<file path="src/rtl/incremental_pid_with_deadband_assert.svh">
// ----------------------------------------------------------------------------
// incremental pid assertion macros
// concurrent assertion wrappers, compiled out when ASSERT_OFF is set
// ----------------------------------------------------------------------------
`ifndef INCREMENTAL_PID_WITH_DEADBAND_ASSERT_SVH
`define INCREMENTAL_PID_WITH_DEADBAND_ASSERT_SVH

`ifndef ASSERT_OFF
`define IPID_ASSERT(lbl, clk, rst, prop) \
   lbl: assert property (@(posedge clk) disable iff (rst) (prop)) \
      else $error("assertion failed");
`define IPID_NEVER(lbl, clk, rst, expr) \
   lbl: assert property (@(posedge clk) disable iff (rst) !(expr)) \
      else $error("forbidden condition seen");
`else
`define IPID_ASSERT(lbl, clk, rst, prop)
`define IPID_NEVER(lbl, clk, rst, expr)
`endif

`endif

</file>
<file path="src/rtl/ipid_pkg.sv">
// ----------------------------------------------------------------------------
// ipid_pkg
// shared types and codes of the incremental pid controller
// ----------------------------------------------------------------------------
package ipid_pkg;

   localparam int CsrIndexWidth = 8;
   localparam int CsrDataWidth  = 32;
   localparam int GainWidth     = 24;
   localparam int LimitWidth    = 32;
   localparam int BandWidth     = 17;
   localparam int SampleWidth   = 16;
   localparam int ErrorWidth    = 17;
   localparam int ProductWidth  = GainWidth + ErrorWidth;
   localparam int SumWidth      = ProductWidth + 3;

   localparam logic [CsrIndexWidth-1:0] CsrGainNow     = 8'd0;
   localparam logic [CsrIndexWidth-1:0] CsrGainOneBack = 8'd1;
   localparam logic [CsrIndexWidth-1:0] CsrGainTwoBack = 8'd2;
   localparam logic [CsrIndexWidth-1:0] CsrLimitA      = 8'd3;
   localparam logic [CsrIndexWidth-1:0] CsrLimitB      = 8'd4;
   localparam logic [CsrIndexWidth-1:0] CsrDeadBand    = 8'd5;

   localparam logic [1:0] KindZero = 2'd0;
   localparam logic [1:0] KindHold = 2'd1;
   localparam logic [1:0] KindSum  = 2'd2;

   typedef struct packed {
      logic signed [GainWidth-1:0]  gain_now;
      logic signed [GainWidth-1:0]  gain_one_back;
      logic signed [GainWidth-1:0]  gain_two_back;
      logic signed [LimitWidth-1:0] upper;
      logic signed [LimitWidth-1:0] lower;
      logic        [BandWidth-1:0]  dead_band;
   } cfg_type;

   typedef struct packed {
      logic [1:0]                     kind;
      logic signed [ProductWidth-1:0] p_now;
      logic signed [ProductWidth-1:0] p_one;
      logic signed [ProductWidth-1:0] p_two;
   } terms_type;

endpackage

</file>
<file path="src/rtl/ipid_csr.sv">
// ----------------------------------------------------------------------------
// ipid_csr
// configuration registers, limits sorted into upper and lower
// ----------------------------------------------------------------------------
module ipid_csr (
   input  logic                                 clock,
   input  logic                                 reset,
   input  logic                                 csr_valid,
   output logic                                 csr_ready,
   input  logic [ipid_pkg::CsrIndexWidth-1:0]   csr_index,
   input  logic [ipid_pkg::CsrDataWidth-1:0]    csr_data,
   output ipid_pkg::cfg_type                    cfg
);

   logic signed [ipid_pkg::GainWidth-1:0]  gain_now_ff, gain_one_ff, gain_two_ff;
   logic signed [ipid_pkg::LimitWidth-1:0] limit_a_ff, limit_b_ff;
   logic signed [ipid_pkg::LimitWidth-1:0] upper_ff, lower_ff, upper_in, lower_in;
   logic        [ipid_pkg::BandWidth-1:0]  band_ff;

   assign csr_ready = 1'b1;

   always_ff @(posedge clock) begin
      if (reset) begin
         gain_now_ff <= '0;
         gain_one_ff <= '0;
         gain_two_ff <= '0;
         limit_a_ff  <= '0;
         limit_b_ff  <= '0;
         band_ff     <= '0;
      end else if (csr_valid) begin
         unique case (csr_index)
            ipid_pkg::CsrGainNow:     gain_now_ff <= csr_data[ipid_pkg::GainWidth-1:0];
            ipid_pkg::CsrGainOneBack: gain_one_ff <= csr_data[ipid_pkg::GainWidth-1:0];
            ipid_pkg::CsrGainTwoBack: gain_two_ff <= csr_data[ipid_pkg::GainWidth-1:0];
            ipid_pkg::CsrLimitA:      limit_a_ff  <= csr_data[ipid_pkg::LimitWidth-1:0];
            ipid_pkg::CsrLimitB:      limit_b_ff  <= csr_data[ipid_pkg::LimitWidth-1:0];
            ipid_pkg::CsrDeadBand:    band_ff     <= csr_data[ipid_pkg::BandWidth-1:0];
            default: begin
            end
         endcase
      end
   end

   always_comb begin
      if (limit_a_ff > limit_b_ff) begin
         upper_in = limit_a_ff;
         lower_in = limit_b_ff;
      end else begin
         upper_in = limit_b_ff;
         lower_in = limit_a_ff;
      end
   end

   always_ff @(posedge clock) begin
      if (reset) begin
         upper_ff <= '0;
         lower_ff <= '0;
      end else begin
         upper_ff <= upper_in;
         lower_ff <= lower_in;
      end
   end

   assign cfg.gain_now      = gain_now_ff;
   assign cfg.gain_one_back = gain_one_ff;
   assign cfg.gain_two_back = gain_two_ff;
   assign cfg.upper         = upper_ff;
   assign cfg.lower         = lower_ff;
   assign cfg.dead_band     = band_ff;

endmodule

</file>
<file path="src/rtl/ipid_front.sv">
// ----------------------------------------------------------------------------
// ipid_front
// input register, error forming, error history and the three products
// ----------------------------------------------------------------------------
module ipid_front (
   input  logic                                 clock,
   input  logic                                 reset,
   input  logic                                 in_valid,
   output logic                                 in_ready,
   input  logic signed [ipid_pkg::SampleWidth-1:0] measurement,
   input  logic signed [ipid_pkg::SampleWidth-1:0] target,
   input  ipid_pkg::cfg_type                    cfg,
   output logic                                 terms_valid,
   input  logic                                 terms_ready,
   output ipid_pkg::terms_type                  terms
);

   logic                                       s0_valid_ff;
   logic signed [ipid_pkg::SampleWidth-1:0]    meas_ff, tgt_ff;
   logic signed [ipid_pkg::ErrorWidth-1:0]     err, e1_ff, e2_ff;
   logic        [ipid_pkg::ErrorWidth-1:0]     mag;
   logic                                       s1_valid_ff;
   logic                                       s0_adv, s1_free;
   ipid_pkg::terms_type                        terms_ff, terms_in;

   assign s1_free  = !s1_valid_ff || terms_ready;
   assign s0_adv   = s0_valid_ff && s1_free;
   assign in_ready = !s0_valid_ff || s1_free;

   always_ff @(posedge clock) begin
      if (reset) begin
         s0_valid_ff <= 1'b0;
      end else if (in_ready) begin
         s0_valid_ff <= in_valid;
      end
   end

   always_ff @(posedge clock) begin
      if (in_ready && in_valid) begin
         meas_ff <= measurement;
         tgt_ff  <= target;
      end
   end

   always_comb begin
      err = ipid_pkg::ErrorWidth'(tgt_ff) - ipid_pkg::ErrorWidth'(meas_ff);
      mag = err[ipid_pkg::ErrorWidth-1] ? ipid_pkg::ErrorWidth'(-err)
                                        : ipid_pkg::ErrorWidth'(err);
      priority if (tgt_ff == '0 && meas_ff == '0) begin
         terms_in.kind = ipid_pkg::KindZero;
      end else if (mag < cfg.dead_band) begin
         terms_in.kind = ipid_pkg::KindHold;
      end else begin
         terms_in.kind = ipid_pkg::KindSum;
      end
      terms_in.p_now = ipid_pkg::ProductWidth'(cfg.gain_now)      * ipid_pkg::ProductWidth'(err);
      terms_in.p_one = ipid_pkg::ProductWidth'(cfg.gain_one_back) * ipid_pkg::ProductWidth'(e1_ff);
      terms_in.p_two = ipid_pkg::ProductWidth'(cfg.gain_two_back) * ipid_pkg::ProductWidth'(e2_ff);
   end

   always_ff @(posedge clock) begin
      if (reset) begin
         e1_ff       <= '0;
         e2_ff       <= '0;
         s1_valid_ff <= 1'b0;
      end else begin
         if (s0_adv) begin
            e1_ff <= err;
            e2_ff <= e1_ff;
         end
         if (s1_free) begin
            s1_valid_ff <= s0_adv;
         end
      end
   end

   always_ff @(posedge clock) begin
      if (s0_adv) begin
         terms_ff <= terms_in;
      end
   end

   assign terms_valid = s1_valid_ff;
   assign terms       = terms_ff;

endmodule

</file>
<file path="src/rtl/ipid_back.sv">
// ----------------------------------------------------------------------------
// ipid_back
// accumulate onto the last drive and clamp, or zero or hold it, and hold the result register
// ----------------------------------------------------------------------------
`include "incremental_pid_with_deadband_assert.svh"

module ipid_back (
   input  logic                                 clock,
   input  logic                                 reset,
   input  logic                                 terms_valid,
   output logic                                 terms_ready,
   input  ipid_pkg::terms_type                  terms,
   input  ipid_pkg::cfg_type                    cfg,
   output logic                                 out_valid,
   input  logic                                 out_ready,
   output logic signed [ipid_pkg::LimitWidth-1:0] drive
);

   logic                                       out_valid_ff;
   logic signed [ipid_pkg::LimitWidth-1:0]     last_ff, drive_ff, drive_in;
   logic signed [ipid_pkg::SumWidth-1:0]       sum;
   logic                                       adv;

   assign terms_ready = !out_valid_ff || out_ready;
   assign adv         = terms_valid && terms_ready;

   always_comb begin
      sum = ipid_pkg::SumWidth'(last_ff)
          + ipid_pkg::SumWidth'(terms.p_now)
          + ipid_pkg::SumWidth'(terms.p_one)
          + ipid_pkg::SumWidth'(terms.p_two);
      unique case (terms.kind)
         ipid_pkg::KindZero: drive_in = '0;
         ipid_pkg::KindHold: drive_in = last_ff;
         default: begin
            priority if (sum > ipid_pkg::SumWidth'(cfg.upper)) begin
               drive_in = cfg.upper;
            end else if (sum < ipid_pkg::SumWidth'(cfg.lower)) begin
               drive_in = cfg.lower;
            end else begin
               drive_in = sum[ipid_pkg::LimitWidth-1:0];
            end
         end
      endcase
   end

   always_ff @(posedge clock) begin
      if (reset) begin
         last_ff      <= '0;
         out_valid_ff <= 1'b0;
      end else begin
         if (adv) begin
            last_ff <= drive_in;
         end
         if (terms_ready) begin
            out_valid_ff <= terms_valid;
         end
      end
   end

   always_ff @(posedge clock) begin
      if (adv) begin
         drive_ff <= drive_in;
      end
   end

   assign out_valid = out_valid_ff;
   assign drive     = drive_ff;

   `IPID_ASSERT(a_zero_case, clock, reset,
      adv && terms.kind == ipid_pkg::KindZero |=> drive_ff == '0 && last_ff == '0)
   `IPID_ASSERT(a_hold_case, clock, reset,
      adv && terms.kind == ipid_pkg::KindHold |=> drive_ff == $past(last_ff))
   `IPID_ASSERT(a_clamped, clock, reset,
      adv && terms.kind == ipid_pkg::KindSum |=>
         drive_ff <= $past(cfg.upper) && drive_ff >= $past(cfg.lower))
   `IPID_ASSERT(a_last_tracks, clock, reset,
      adv |=> last_ff == drive_ff)

endmodule

</file>
<file path="src/rtl/incremental_pid_with_deadband.sv">
// ----------------------------------------------------------------------------
// incremental_pid_with_deadband
// velocity-form pid with dead band and sorted output clamp
//
//   channel   dir   payload (low bit up)              handshake
//   req_      in    tdata: measurement, target        tvalid / tready
//   rsp_      out   tdata: drive                      tvalid / tready
//   csr_      in    index, data                       valid / ready
//
// one sample per cycle sustained while rsp_tready stays high; a result passes
// through the input, product and result registers after its transfer
// the loop through the last drive is a combinational add and clamp
// synchronous reset clears the gains, limits, error history and last drive
// a stalled result backs up the three stages, then req_tready drops
// ----------------------------------------------------------------------------
`include "incremental_pid_with_deadband_assert.svh"

module incremental_pid_with_deadband (
   input  logic                               clock,
   input  logic                               reset,
   input  logic                               req_tvalid,
   output logic                               req_tready,
   input  logic [31:0]                        req_tdata,   // measurement, target
   output logic                               rsp_tvalid,
   input  logic                               rsp_tready,
   output logic [31:0]                        rsp_tdata,   // drive
   input  logic                               csr_valid,
   output logic                               csr_ready,
   input  logic [ipid_pkg::CsrIndexWidth-1:0] csr_index,
   input  logic [ipid_pkg::CsrDataWidth-1:0]  csr_data
);

   ipid_pkg::cfg_type                          cfg;
   ipid_pkg::terms_type                        terms;
   logic                                       terms_valid, terms_ready;
   logic signed [ipid_pkg::LimitWidth-1:0]     drive;

   ipid_csr u_csr (
      .clock     (clock),
      .reset     (reset),
      .csr_valid (csr_valid),
      .csr_ready (csr_ready),
      .csr_index (csr_index),
      .csr_data  (csr_data),
      .cfg       (cfg)
   );

   ipid_front u_front (
      .clock       (clock),
      .reset       (reset),
      .in_valid    (req_tvalid),
      .in_ready    (req_tready),
      .measurement (req_tdata[15:0]),
      .target      (req_tdata[31:16]),
      .cfg         (cfg),
      .terms_valid (terms_valid),
      .terms_ready (terms_ready),
      .terms       (terms)
   );

   ipid_back u_back (
      .clock       (clock),
      .reset       (reset),
      .terms_valid (terms_valid),
      .terms_ready (terms_ready),
      .terms       (terms),
      .cfg         (cfg),
      .out_valid   (rsp_tvalid),
      .out_ready   (rsp_tready),
      .drive       (drive)
   );

   assign rsp_tdata = drive;

   `IPID_ASSERT(a_backpressure_source, clock, reset,
      !req_tready |-> rsp_tvalid && !rsp_tready)
   `IPID_NEVER(a_csr_stall, clock, reset, !csr_ready)

endmodule
</file>
<file path="config.mk">
export PLATFORM = sky130hd
export DESIGN_NAME = incremental_pid_with_deadband
export DESIGN_NICKNAME = d
export VERILOG_FILES = /design/src/rtl/ipid_pkg.sv /design/src/rtl/ipid_csr.sv /design/src/rtl/ipid_front.sv /design/src/rtl/ipid_back.sv /design/src/rtl/incremental_pid_with_deadband.sv
export VERILOG_INCLUDE_DIRS = /design/src /design/src/rtl
export SDC_FILE = /design/constraint.sdc
export NUM_CORES = 2
export LEC_CHECK = 0
export BUFFER_PORTS_ARGS = -buffer_cell sky130_fd_sc_hd__buf_2
export CAP_MARGIN = 10
export CORE_MARGIN = 5
export CORE_UTILIZATION = 50
export CTS_CLUSTER_SIZE = 20
export DETAILED_ROUTE_END_ITERATION = 6
export PLACE_DENSITY_LB_ADDON = 0.1
export RECOVER_POWER = 25
export SYNTH_ARGS = -nofsm -noshare
export SYNTH_HDL_FRONTEND = slang
export SYNTH_HIERARCHICAL = 1
export SYNTH_SLANG_ARGS = --single-unit
</file>
<file path="constraint.sdc">
create_clock -name clock -period 11.5 [get_ports clock]
set_clock_uncertainty 0.2 [all_clocks]
set_input_delay 2.3 -clock clock [delete_from_list [all_inputs] [get_ports clock]]
set_output_delay 2.3 -clock clock [all_outputs]
set_load 0.05 [all_outputs]
</file>
==> Word level (Yosys, flattened, before mapping) <==
Cells that the tools add are included.
W data, S select, Z words.
{ "classes": {"addsub": 5, "n_mul": 3, "magnitude_cmp": 4, "eq_ne": 6, "mux": 7, "reduce_logical": 20} }
{ "op_table": {"columns": ["op", "n"], "rows": [
  ["$mux W32", 4],
  ["$mul A24 B17 Y41", 3],
  ["$pmux W32 S2", 1],
  ["$add A44 B41 Y44", 1],
  ["$gt A44 B32 Y1", 1],
  ["$lt A44 B32 Y1", 1],
  ["$add A42 B41 Y43", 1],
  ["$add A32 B41 Y42", 1],
  ["$gt A32 B32 Y1", 1],
  ["$logic_not A16 Y1", 2],
  ["$lt A17 B17 Y1", 1],
  ["$mux W17", 1],
  ["$neg A17 Y17", 1],
  ["$sub A16 B16 Y17", 1],
  ["$eq A8 B2 Y1 const B", 2],
  ["$eq A8 B3 Y1 const B", 2],
  ["$reduce_and A2 Y1", 6],
  ["$eq A8 B1 Y1 const B", 1],
  ["$logic_not A8 Y1", 1],
  ["$logic_and A1 B1 Y1", 4],
  ["$logic_not A1 Y1", 3],
  ["$logic_or A1 B1 Y1", 3],
  ["$eq A2 B1 Y1 const B", 1],
  ["$logic_not A2 Y1", 1],
  ["$mux W2", 1]
]} }
{ "totals": {"ff_bits": 475, "in_bits": 77, "output_inout_bits": 35} }

==> Depth between registers and ports, before layout <==
{ "depth": {"word_depth": 7, "mapped_depth": 34, "depth_no_buf": 31} }

==> Modules after synthesis <==
The synthesis kept the hierarchy.
{ "by_module_without_submodules": {"columns": ["mod", "n_inst", "cells_each", "area_each_um2", "seq_area_each_um2"], "rows": [
  ["ipid_front", 1, 5329, 50818.7, 5435.2],
  ["ipid_back", 1, 1229, 10025.9, 1621.6],
  ["ipid_csr", 1, 1176, 9963.3, 4344.2]
]} }

==> Worst setup path after synthesis <==
No wires, ideal clock.
{ "synth_path": {"path_type": "register -> register", "from": "reg u_front/meas_ff[0] (netlist name)", "to": "reg u_front.terms_ff (netlist bit u_front/terms[119]), data pin", "setup_time_ns": 0.258, "arrival_time_ns": 7.829, "required_ns": 11.042, "slack_ns": 3.213, "path_stages_with_launch": 32, "path_buffers": 3, "synth_period_minus_slack_ns": 8.287, "cell_sequence": "edfxtp_1 -> ha_1 -> fa_1 -> nor2b_1 -> o21a_1 -> o21a_1 -> o21ai_0 -> a31oi_1 -> a21oi_1 -> o21ai_1 -> clkbuf_1 -> buf_1 -> nor2_1 -> fa_1 -> fa_1 -> fa_1 -> fa_1 -> fa_1 -> inv_1 -> fa_1 -> inv_1 -> ha_1 -> clkbuf_1 -> and3_1 -> and2_1 -> a32oi_1 -> o211ai_1 -> a21o_1 -> o31a_1 -> a21boi_0 -> nand2b_1 -> xor2_1"} }
{ "synth_lines": {"columns": ["element", "line", "source"], "rows": [
  ["start: declaration", "ipid_front.sv:19", "logic signed [ipid_pkg::SampleWidth-1:0] meas_ff, tgt_ff;"],
  ["start signal: assignment", "ipid_front.sv:40", "meas_ff <= measurement;"],
  ["end signal: assignment", "ipid_front.sv:79", "terms_ff <= terms_in;"],
  ["end: declaration", "ipid_front.sv:24", "ipid_pkg::terms_type terms_ff, terms_in;"]
]} }

==> metrics.txt <==
status finished with violations; failing checks capacitance limit, slew limit; Worst Hold Path EP u_front/e1_ff[10]; root buf cell clkbuf_16; register area share after synthesis 16.10%; Placed Instances 9,466; reg-to-reg endpoint u_front/terms[122]; Overflow after GRT 0; largest fanout on the critical path 150; placed cell area 0.07315 mm²; Final Non-Filler Cells around 9.6k; Worst VDD drop around 0.18 mV; RSZ-0062 raised after global routing no; Setup TNS Final 0 ns; post-synthesis xor/xnor area fraction 2.301%; PnR Total Power 6.533 mW; Final #Nets between 9k and 10k; Layout area overhead 5.971%; combinational family with the most area after synthesis adder cells; setup ws final about 1.9 ns; hold_sp u_front/e1_ff[10]; Async S/R FF share, synth 0%; DP Worst Slack about 2.3 ns; syn_nets 9,590; Post-Route Utilization a little over half; Slew Limit Fails 332; antenna violations before repair 12; RD Place Congestion 0.9437; first-pass GRT wire length 319.2 mm; Synth Area in Compound Gates 8.786%; WHS about 0.26 ns; GR Util met1 38.96%; worst hold path class register to register; layout cell share with drive strength beyond 1 4.596%; layout filler cell count around 13k; Post-Synth Adder-Cell Area 45.08%; Starting DRT DRC Count 3,856; synth unique cells slightly below 100; Initial Util approximately 50%; total number of vias 52.13k; Hold Buf Count CTS 0; synth warn 6; worst r2r src u_front/meas_ff[0]; number of flops mapped to enable cells by yosys 189; Startpoint Class primary input; Synth Area per Inst 9.155 µm²; number of global-route vias before repair 53.96k; worst hold stages 2; vias per std cell between 5 and 6; worst reg-to-reg setup slack 2.30 ns; CP arrival 9.97 ns; Worst slew margin -399.5%; core area about 0.14 mm²; measured slew at the worst slew-check pin between 7 and 8 ns; Mapped Cells 7,734; Min Clock Period, post-route approximately 9.6 ns; post-route ant nets 0; DP HPWL 159.6 mm; met2 Use GR 45.23%; Routed WL between 200 and 250 mm; worst skew pair latency 0.69 ns; power density over cell area 87.06 mW/mm²; Post-synth top flop dfxtp_1; drt wl/cell 21.41 µm; f_max 0.1043 GHz; Final Setup Violations 0; Post-Syn Area 0.07081 mm²; IO buf count 110; Leakage 33.79 nW; post-route cell area 0.07504 mm²; final hold violation count 0; I/O pins 112; CTS Buffer Depth 3; Worst R2R Path Depth 27; cts repair resizes 0; 1st-pass router iterations 6; Most Crowded Layer GR met2; met3 usage 3.976%; critical path class primary input to register; DIE AREA 0.1492 mm²; period utilisation layout a little over four fifths; Worst-path clk slew 0.06 ns; max-cap violation count 4; Die Y a little under 400 µm; CTS Buf Count 56; depth of the CTS H-tree 2; Clock Sinks 475; CTS tree yes; multiplexer area fraction after synthesis about 2.9%; Rows 138; #FFs+latches synth 475; Worst Path Required between 10 and 15 ns; DRC errors left 0; pin count of the biggest net entering global routing ~150; CP Capture Type register; Synth Area in Simple Gates between 10% and 20%; Die X 386.3 µm; GRT Overall Usage 27.91%; post-CTS setup buffer count 0
-- sequential cells by signal (all words and copies together), names as in the netlist --
signal	flops
u_back/drive	32
u_back/last_ff	32
u_back/out_valid	1
u_csr/band_ff	17
u_csr/gain_now_ff	24
u_csr/gain_one_ff	24
u_csr/gain_two_ff	24
u_csr/limit_a_ff	32
u_csr/limit_b_ff	32
u_csr/lower_ff	32
u_csr/upper_ff	32
u_front/e1_ff	17
u_front/e2_ff	17
u_front/meas_ff	16
u_front/s0_valid_ff	1
u_front/terms	125
u_front/terms_valid	1
u_front/tgt_ff	16
-- cells in the final DEF, fill, tap and decap left out, types with 9 or more instances in the layout --
master / netlist / final
a211oi_1: 56 / 56
a21o_1: 85 / 85
a21oi_1: 385 / 385
a22o_1: 10 / 10
a311o_1: 32 / 32
a31oi_1: 14 / 14
and2_1: 444 / 437
and3_1: 16 / 16
and4_1: 9 / 9
buf_2: 11 / 85
buf_4: 4 / 73
clkbuf_1: 306 / 37
clkbuf_16: 0 / 60
clkinv_2: 0 / 12
dfxtp_1: 286 / 286
edfxtp_1: 189 / 189
fa_1: 1287 / 1287
ha_1: 492 / 491
inv_1: 1586 / 1585
mux2_2: 35 / 35
mux2i_1: 165 / 163
nand2_1: 1167 / 1167
nand2b_1: 71 / 71
nand3_1: 39 / 37
nand4_1: 34 / 34
nor2_1: 239 / 238
nor2b_1: 76 / 75
nor3_1: 34 / 33
nor4_1: 20 / 20
o211ai_1: 14 / 14
o21a_1: 27 / 27
o21ai_0: 146 / 146
o21bai_1: 23 / 23
o31ai_1: 48 / 48
or2_2: 13 / 13
or3_1: 13 / 13
xnor2_1: 136 / 130
xor2_1: 50 / 48
-- synthesized netlist by cell type, drive strengths merged (38+ instances only) --
master	instances	area share, %
o21ai	148	1.0
a21o	85	0.90
xnor2	136	1.7
clkbuf	306	1.6
nand3	39	0.28
nor2	239	1.3
o31ai	50	0.56
buf	38	0.26
fa	1287	36
ha	492	8.7
xor2	50	0.62
and2	447	4.0
a211oi	58	0.63
mux2i	165	2.3
edfxtp	189	8.0
inv	1586	8.4
nor2b	76	0.67
dfxtp	286	8.1
nand2b	71	0.63
a21oi	386	2.7
nand2	1167	6.2
-- worst max-delay path by stage --
stage | start | end | slack (ns) | depth (start not counted)
after CTS | u_front/meas_ff[0] | u_front/terms[119] | 2.30 | 28
final | reset | u_back/last_ff[24] | 1.91 | 3
after global placement | u_front/meas_ff[0] | u_front/terms[119] | 2.40 | 28
after detailed placement | u_front/meas_ff[0] | u_front/terms[119] | 2.32 | 28
after global routing | reset | u_back/last_ff[24] | 1.36 | 3
after floorplan | u_front/meas_ff[0] | u_front/terms[119] | 3.21 | 31
-- metal layers --
metal  vias to the layer above  wire (µm)
li1                      23740          -
met3                       264      13320
met5                         -         39
met4                         8       7324
met1                     26680      89350
met2                      1431      94900
-- area by class of cell --
cell class / count / area (µm²) / share of cell area (%)
multi-input cells: 5329 / 52300 / 69.70
flip-flops and latches: 475 / 11400 / 15.19
inverters: 1586 / 5954 / 7.936
well taps: 1890 / 2365 / 3.152
clock buffers: 77 / 1645 / 2.193
repair buffers: 186 / 1079 / 1.437
clock inverters: 28 / 287.8 / 0.3835
diodes: 2 / 5.005 / 0.006670
-- cells by family after synthesis --
group | after synthesis
other | 1
buffers and inverters | 1930
flip-flops | 475
AO/OA/AOI/OAI | 957
AND/OR/NAND/NOR | 2206
adder cells (fa/ha/maj) | 1779
multiplexers | 200
XOR/XNOR | 186
-- worst max-delay path, cell delays in order --
cell      delay [ns]
clkbuf_1        5.13
nor2_1          1.78
a211o_1         0.67
-- power by group --
part / leakage [nW] / internal, mW / switching [mW]
Sequential: 4.13 / 1.85 / 0.0602
Clock: 0.948 / 1.06 / 0.807
Combinational: 28.7 / 0.927 / 1.83
Total: 33.8 / 3.83 / 2.70
(Power assumes the default switching activity.)
